**config.mk**
```make
export PLATFORM = sky130hd
export DESIGN_NAME = stepper_step_dir_pulse_generator
export DESIGN_NICKNAME = d
export VERILOG_FILES = /design/src/rtl/core/stp_pkg.sv /design/src/rtl/core/stp_core.sv /design/src/rtl/core/stepper_step_dir_pulse_generator.sv
export SDC_FILE = /design/constraint.sdc
export NUM_CORES = 1
export LEC_CHECK = 0
export BUFFER_PORTS_ARGS = -buffer_cell sky130_fd_sc_hd__buf_2
export CORE_ASPECT_RATIO = 0.8
export CORE_MARGIN = 2
export CORE_UTILIZATION = 50
export CTS_BUF_LIST = sky130_fd_sc_hd__clkbuf_16
export CTS_CLUSTER_SIZE = 20
export DETAILED_ROUTE_END_ITERATION = 12
export GPL_ROUTABILITY_DRIVEN = 0
export PLACE_DENSITY_LB_ADDON = 0.2
export SLEW_MARGIN = 20
export SYNTH_ARGS = -nofsm -noshare
export SYNTH_HDL_FRONTEND = slang
export SYNTH_SLANG_ARGS = --single-unit
```
**constraint.sdc**
```tcl
create_clock -name clk -period 5.4 [get_ports clk]
set_clock_uncertainty 0.1 [all_clocks]
set_input_delay 0.54 -clock clk [delete_from_list [all_inputs] [get_ports clk]]
set_output_delay 0.54 -clock clk [all_outputs]
set_load 0.03 [all_outputs]
```
**src/rtl/core/stp_pkg.sv**
```systemverilog
// Shared types and constants for the stepper STEP/DIR pulse generator.
// No dependencies; used by stp_core and stepper_step_dir_pulse_generator.
package stp_pkg;

  localparam int unsigned TIMER_W = 20;
  localparam int unsigned POS_W   = 16;

  typedef enum logic [1:0] {
    FUNC_TICK = 2'd0,
    FUNC_MOVE = 2'd1,
    FUNC_HOME = 2'd2
  } func_t;

  localparam logic [1:0] CFG_STEP_PERIOD   = 2'd0;
  localparam logic [1:0] CFG_MOVE_POSITIVE = 2'd1;
  localparam logic [1:0] CFG_MAX_POSITION  = 2'd2;

  typedef struct packed {
    logic [TIMER_W-1:0] step_period_us;
    logic               move_positive;
    logic [POS_W-1:0]   max_position;
  } cfg_t;

  typedef struct packed {
    logic             homed;
    logic             ready_res;
    logic [POS_W-1:0] steps_left;
    logic [POS_W-1:0] position;
    logic             dir_out;
    logic             step_out;
  } result_t;

endpackage

```
**src/rtl/core/stp_core.sv**
```systemverilog
// Step/direction sequencer: state registers and their next-value logic.
// Depends on stp_pkg.
module stp_core import stp_pkg::*; #(
  parameter int unsigned STEP_LOW_TICKS  = 100,
  parameter int unsigned HOME_HIGH_TICKS = 500
) (
  input  logic             clk,
  input  logic             rst,
  input  logic             advance,
  input  logic [1:0]       func,
  input  logic [POS_W-1:0] step_count,
  input  logic             home_switch,
  input  cfg_t             cfg,
  output result_t          result
);

  typedef enum logic [2:0] {
    PH_IDLE       = 3'd0,
    PH_MOVE_LOW   = 3'd1,
    PH_MOVE_HIGH  = 3'd2,
    PH_HOME_CHECK = 3'd3,
    PH_HOME_LOW   = 3'd4,
    PH_HOME_HIGH  = 3'd5
  } phase_t;

  typedef struct packed {
    phase_t             phase;
    logic [TIMER_W-1:0] timer;
    logic [POS_W-1:0]   position;
    logic [POS_W-1:0]   remaining;
    logic               homed;
    logic               ready;
    logic               step_level;
    logic               dir_level;
  } st_t;

  localparam logic [TIMER_W-1:0] LOW_TICKS  = TIMER_W'(STEP_LOW_TICKS);
  localparam logic [TIMER_W-1:0] HOME_TICKS = TIMER_W'(HOME_HIGH_TICKS);

  st_t st, st_next;

  function automatic st_t move_check(input st_t s, input cfg_t c);
    st_t r;
    r = s;
    if (r.remaining == '0 || c.step_period_us == '0) begin
      r.ready = 1'b1;
      r.phase = PH_IDLE;
    end else if ((c.move_positive && r.position >= c.max_position) ||
                 (!c.move_positive && r.position == '0)) begin
      r.remaining = '0;
      r.ready     = 1'b1;
      r.phase     = PH_IDLE;
    end else begin
      r.dir_level  = c.move_positive;
      r.step_level = 1'b0;
      r.timer      = LOW_TICKS;
      r.phase      = PH_MOVE_LOW;
    end
    return r;
  endfunction

  function automatic st_t home_check(input st_t s, input cfg_t c, input logic sw);
    st_t r;
    r = s;
    if (sw) begin
      r.homed      = 1'b1;
      r.step_level = 1'b0;
      r.dir_level  = 1'b1;
      r.position   = '0;
      r.phase      = PH_IDLE;
      if (!r.ready) begin
        r = move_check(r, c);
      end
    end else begin
      r.dir_level  = 1'b0;
      r.step_level = 1'b0;
      r.timer      = LOW_TICKS;
      r.phase      = PH_HOME_LOW;
    end
    return r;
  endfunction

  logic [TIMER_W-1:0] timer_dec;

  assign timer_dec = (st.timer != '0) ? st.timer - 1'b1 : '0;

  always_comb begin
    st_next = st;
    unique case (func)
      FUNC_TICK: begin
        if (st.phase != PH_IDLE) begin
          st_next.timer = timer_dec;
          if (timer_dec == '0) begin
            unique case (st.phase)
              PH_MOVE_LOW: begin
                st_next.step_level = 1'b1;
                if (st.dir_level) begin
                  if (st.position != '1) st_next.position = st.position + 1'b1;
                end else begin
                  if (st.position != '0) st_next.position = st.position - 1'b1;
                end
                if (st.remaining != '0) st_next.remaining = st.remaining - 1'b1;
                st_next.timer = (cfg.step_period_us > LOW_TICKS) ?
                                cfg.step_period_us - LOW_TICKS : '0;
                st_next.phase = PH_MOVE_HIGH;
              end
              PH_MOVE_HIGH:  st_next = move_check(st_next, cfg);
              PH_HOME_CHECK: st_next = home_check(st_next, cfg, home_switch);
              PH_HOME_LOW: begin
                st_next.step_level = 1'b1;
                st_next.timer      = HOME_TICKS;
                st_next.phase      = PH_HOME_HIGH;
              end
              PH_HOME_HIGH:  st_next = home_check(st_next, cfg, home_switch);
              default: begin
                st_next.phase = PH_IDLE;
                st_next.timer = '0;
              end
            endcase
          end
        end
      end
      FUNC_MOVE: begin
        st_next.remaining = step_count;
        st_next.ready     = 1'b0;
        if (st.homed && st.phase == PH_IDLE) begin
          st_next = move_check(st_next, cfg);
        end
      end
      FUNC_HOME: begin
        if (st.phase == PH_IDLE) begin
          if (st.homed) begin
            st_next.step_level = 1'b0;
            st_next.dir_level  = 1'b1;
            st_next.position   = '0;
          end else begin
            st_next.timer = '0;
            st_next.phase = PH_HOME_CHECK;
          end
        end
      end
      default: ;
    endcase
  end

  always_ff @(posedge clk) begin
    if (rst) begin
      st.phase      <= PH_IDLE;
      st.timer      <= '0;
      st.position   <= '0;
      st.remaining  <= '0;
      st.homed      <= 1'b0;
      st.ready      <= 1'b1;
      st.step_level <= 1'b0;
      st.dir_level  <= 1'b1;
    end else if (advance) begin
      st <= st_next;
    end
  end

  assign result.step_out   = st_next.step_level;
  assign result.dir_out    = st_next.dir_level;
  assign result.position   = st_next.position;
  assign result.steps_left = st_next.remaining;
  assign result.ready_res  = st_next.ready;
  assign result.homed      = st_next.homed;

  a_idle_timer_clear: assert property (@(posedge clk) disable iff (rst)
    st.phase == PH_IDLE |-> st.timer == '0)
    else $error("timer left running in idle");

  a_unhomed_at_zero: assert property (@(posedge clk) disable iff (rst)
    !st.homed |-> st.position == '0)
    else $error("position moved before homing");

  a_move_needs_home: assert property (@(posedge clk) disable iff (rst)
    (st.phase == PH_MOVE_LOW || st.phase == PH_MOVE_HIGH) |-> st.homed)
    else $error("move running while not homed");

  a_homing_unhomed: assert property (@(posedge clk) disable iff (rst)
    (st.phase == PH_HOME_CHECK || st.phase == PH_HOME_LOW ||
     st.phase == PH_HOME_HIGH) |-> !st.homed)
    else $error("homing running after home found");

endmodule

```
**src/rtl/core/stepper_step_dir_pulse_generator.sv**
```systemverilog
// Stepper STEP/DIR pulse generator top level: request channels, config
// registers and result register. Depends on stp_pkg and stp_core.
//
// Each input request is a one-tick advance (func 0), a move command (func 1,
// step_count steps), a homing command (func 2) or a no-op (func 3); home_switch
// is sampled on ticks. Every accepted request yields exactly one result: the
// STEP and DIR levels, position, steps left, ready and homed flags after
// the request has been applied.
// The result is registered and shows on m_axis in the cycle after acceptance.
// One request is taken per cycle while the receiver keeps up: the state update
// is a single combinational pass from the state registers into the state and
// result registers. When the receiver stalls, the result register holds and
// s_axis_tready drops until it is taken; state advances only on accepted requests.
// Reset: idle, position 0, no steps left, not homed, ready, STEP low, DIR high;
// step_period_us 0, move_positive 0, max_position 65535. The user must write the
// registers via cfg_we/cfg_index/cfg_data only while idle; the block does not check.
module stepper_step_dir_pulse_generator import stp_pkg::*; #(
  parameter int unsigned STEP_LOW_TICKS  = 100,
  parameter int unsigned HOME_HIGH_TICKS = 500
) (
  input  logic               clk,
  input  logic               rst,
  input  logic               s_axis_tvalid,
  output logic               s_axis_tready,
  input  logic [23:0]        s_axis_tdata,  // step_count[15:0], home_switch[16], zero pad
  input  logic [1:0]         s_axis_tuser,  // func[1:0]
  output logic               m_axis_tvalid,
  input  logic               m_axis_tready,
  output logic [39:0]        m_axis_tdata,  // step_out, dir_out, position, steps_left,
                                            // ready_res, homed, zero pad
  input  logic               cfg_we,
  input  logic [1:0]         cfg_index,
  input  logic [TIMER_W-1:0] cfg_data
);

  cfg_t    cfg;
  result_t result;
  result_t out_reg;
  logic    accept;

  assign s_axis_tready = !m_axis_tvalid || m_axis_tready;
  assign accept        = s_axis_tvalid && s_axis_tready;

  always_ff @(posedge clk) begin
    if (rst) begin
      cfg.step_period_us <= '0;
      cfg.move_positive  <= 1'b0;
      cfg.max_position   <= '1;
    end else if (cfg_we) begin
      unique case (cfg_index)
        CFG_STEP_PERIOD:   cfg.step_period_us <= cfg_data;
        CFG_MOVE_POSITIVE: cfg.move_positive  <= cfg_data[0];
        CFG_MAX_POSITION:  cfg.max_position   <= cfg_data[POS_W-1:0];
        default: ;
      endcase
    end
  end

  stp_core #(
    .STEP_LOW_TICKS  (STEP_LOW_TICKS),
    .HOME_HIGH_TICKS (HOME_HIGH_TICKS)
  ) u_core (
    .clk         (clk),
    .rst         (rst),
    .advance     (accept),
    .func        (s_axis_tuser),
    .step_count  (s_axis_tdata[POS_W-1:0]),
    .home_switch (s_axis_tdata[POS_W]),
    .cfg         (cfg),
    .result      (result)
  );

  always_ff @(posedge clk) begin
    if (rst) begin
      m_axis_tvalid <= 1'b0;
    end else if (accept) begin
      m_axis_tvalid <= 1'b1;
    end else if (m_axis_tready) begin
      m_axis_tvalid <= 1'b0;
    end
  end

  always_ff @(posedge clk) begin
    if (accept) begin
      out_reg <= result;
    end
  end

  assign m_axis_tdata = {4'b0, out_reg};

endmodule

```
==> results by group <==
Outcome
  • Status: finished clean

Timing
  • Setup Viol. Count Final: 0
  • Setup TNS: 0 ns
  • Hold Slack: roughly 0.23 ns
  • Endpoints failing hold: 0
  • Upper clock frequency limit: 231.5 MHz
  • Measured slew at the worst slew-check pin: between 1 and 1.5 ns
  • RSZ-0062 raised after global routing: no
  • Post-route setup slack: between 1 and 1.5 ns
  • Rel. slew slack: between 20% and 30%
  • Final cycle utilization of the critical path: 79.99%
  • Max-slew violation count: 0
  • Tmin final: approximately 4.3 ns

Pwr
  • Worst VDD drop: 215.3 µV
  • Total power: 2.692 mW
  • Lkg Pwr: between 3 and 4 nW
  • Power Density: 280.5 mW/mm²

Floorplan
  • Row cnt: 42
  • Starting Density: approximately 50%
  • Die X: 149.5 µm
  • Die Span Y: between 100 and 150 µm
  • Die footprint: between 0.015 and 0.02 mm²
  • I/O pins: 95
  • Core area: 0.01655 mm²

Setup path
  • Critical path class: flop to flop
  • CP required: roughly 5.5 ns
  • CP endpoint kind: flop
  • CP Buf/Inv Count: 2
  • CP cell instances: inv_1 > ha_1 > or3b_1 > nor4b_1 > o21ai_0 > a2111oi_1 > a41oi_2 > buf_4 > o41ai_2 > nand2b_1 > o21ai_0 > o21ai_1
  • Critical Path Fanout Max: 15
  • Top cell by count, worst path: o21ai_0
  • Arrival time at the worst endpoint: between 4 and 5 ns
  • Slowest library cell on the worst path: or3b_1
  • Crit start category: flop
  • Crit-path leading delay family: compound AO/OA/AOI/OAI gates
  • CP peak stage delay: 0.52 ns

Logic synthesis
  • Top post-synthesis cells by area: dfxtp_1, edfxtp_1, nand2_1
  • Mux share of post-synthesis cell area: less than 1%
  • FFs w/ async S/R, synth: 0%
  • Number of synthesized flops with an enable pin: 36
  • Sequential area share after synthesis: a little over a third
  • Mapped Avg Cell Area: a little under 8 µm²
  • Top cell type's share of synthesized area: approximately 23%
  • Post-synthesis compound-gate area fraction: between 20% and 30%
  • Area of the mapped netlist: 0.008473 mm²
  • Main combinational cell family by area after synthesis: simple AND/OR/NAND/NOR gates
  • Synthesis warning total: 0
  • #FFs+latches synth: 133
  • Synth cell count leaders: nand2_1, nor2_1, a21oi_1
  • Yosys cell types: 84
  • Top-count cell post-synth: nand2_1
  • Cells after Synth: ~1.1k
  • Post-Synth Simple-Gate Area: approximately 27%
  • Ys flop type: dfxtp_1
  • XOR/XNOR Fraction of Synth Area: around 2.8%
  • Synth Area in Adders: 3.544%
  • Synth area leader: dfxtp_1

Drt
  • DRT Pass-1 Iters: 5
  • Detail Route Antenna Nets: 0
  • Via count: 8489
  • WL final: ~24000 µm
  • Avg WL per Cell: approximately 18 µm
  • Drt drc: 0
  • Initial DRC count: 999
  • Vias/cell: between 6 and 7

GRT
  • Met3 Use GR: under 10%
  • Global Route Usage Sum: 28.01%
  • First-pass GRT wire length: 39960 µm
  • Initial antenna violation count: 0
  • Pin count of the biggest net entering global routing: 66
  • Remaining Overflow, GRT: 0
  • GR Util met2: about two fifths
  • GR peak layer: met2
  • M1 GR Usage: roughly 40%
  • Vias in the first global route: 7709

Clocking
  • Root Driver: clkbuf_16
  • Post-CTS setup buffer count: 0
  • # clock sinks: 133
  • Clock transition at path regs: around 0.060 ns
  • CTS tree: done
  • # hold bufs at CTS: 0
  • Cts repair resizes: 0
  • TritonCTS Buffers: 17
  • Clock tree buffer depth: 2
  • Clock latency on the worst-skew pair: around 0.44 ns
  • H-tree depth: 4

Cells and area
  • Ant. Diodes: 0
  • # fillers: between 1.5k and 2k
  • Area Growth Syn to Fin: 13.26%
  • Multi-input gate area: approximately 0.0051 mm²
  • Layout cell share with drive strength beyond 1: about an eighth
  • Final nets: ~1.2k
  • Final instance area: 0.009597 mm²
  • Seq. cell area: just over 0.003 mm²

Place
  • Hpwl dp: 17240 µm
  • DP Area: 0.009000 mm²
  • PortBufs: 83
  • Pre-CTS setup slack: around 1.1 ns

Hold path
  • Worst hold path class: input pin to flop

Job
  • Max-cap viol count: 0
-- power by group --
| group | switching (mW) | internal (mW) | total, mW |
|---|---|---|---|
| registers | 0.0312 | 1.06 | 1.10 |
| logic | 0.286 | 0.133 | 0.419 |
| clock network | 0.437 | 0.741 | 1.18 |
| total | 0.754 | 1.94 | 2.69 |
-- metal layers --
layer / routed length, µm / share of wire, %
met5: 0 / 0
met4: 282 / 1.2
met3: 2028 / 8.3
met2: 10510 / 43
met1: 11550 / 47
-- cell families (layout without fill, tap and decap cells) --
group	count (synthesis)	count (layout)
simple gates	466	466
compound gates	338	338
flops	133	133
buf+inv	102	165
xor+xnor	27	27
fa+ha+maj	24	24
mux	2	2
other cells	1	4
-- placed cells by master (no fill, tap or decap), types with 13 or more instances in the layout --
cell	count
dfxtp_1	97
nand3_1	29
nor2_1	129
nor3_1	32
nand2b_1	21
a211o_1	15
nand4_1	14
edfxtp_1	36
buf_2	83
ha_1	24
nor4_1	23
o211ai_1	14
o21ai_0	71
a31oi_1	13
inv_1	40
clkbuf_16	18
xnor2_1	16
o21ai_1	13
nand2_1	138
buf_4	13
a21oi_1	103
-- per-stage QoR --
step                      util, %  std cells
after floorplan                 -       1096
final                       57.97       1379
after global routing        57.97       1379
after detailed placement    54.37       1347
after global placement      54.37       1347
after CTS                   57.97       1379
-- worst paths after layout --
check	from	to	slack [ns]	cells after the start
hold / removal	cfg_data[12]	cfg[12]	0.23	2
setup / recovery	u_core.st[36]	m_axis_tdata[14]	1.08	12
setup reg to reg	u_core.st[36]	m_axis_tdata[14]	1.08	12
hold reg to reg	cfg[17]	u_core.st[36]	0.37	2
-- state kept, by name, summed over array words and instances, names as in the netlist --
name and count:
m_axis_tvalid 1, cfg 37, m_axis_tdata 36, u_core.st 59
-- cell type report --
type | instances | share of cell area (%)
Inverter | 37 | 1.447
Tap cell | 220 | 2.868
Clock buffer | 18 | 4.694
Clock inverter | 14 | 1.512
Multi-Input combinational cell | 861 | 52.63
Sequential cell | 133 | 31.50
Timing Repair Buffer | 96 | 5.346
No activity file was read; power rests on OpenSTA's default activity.
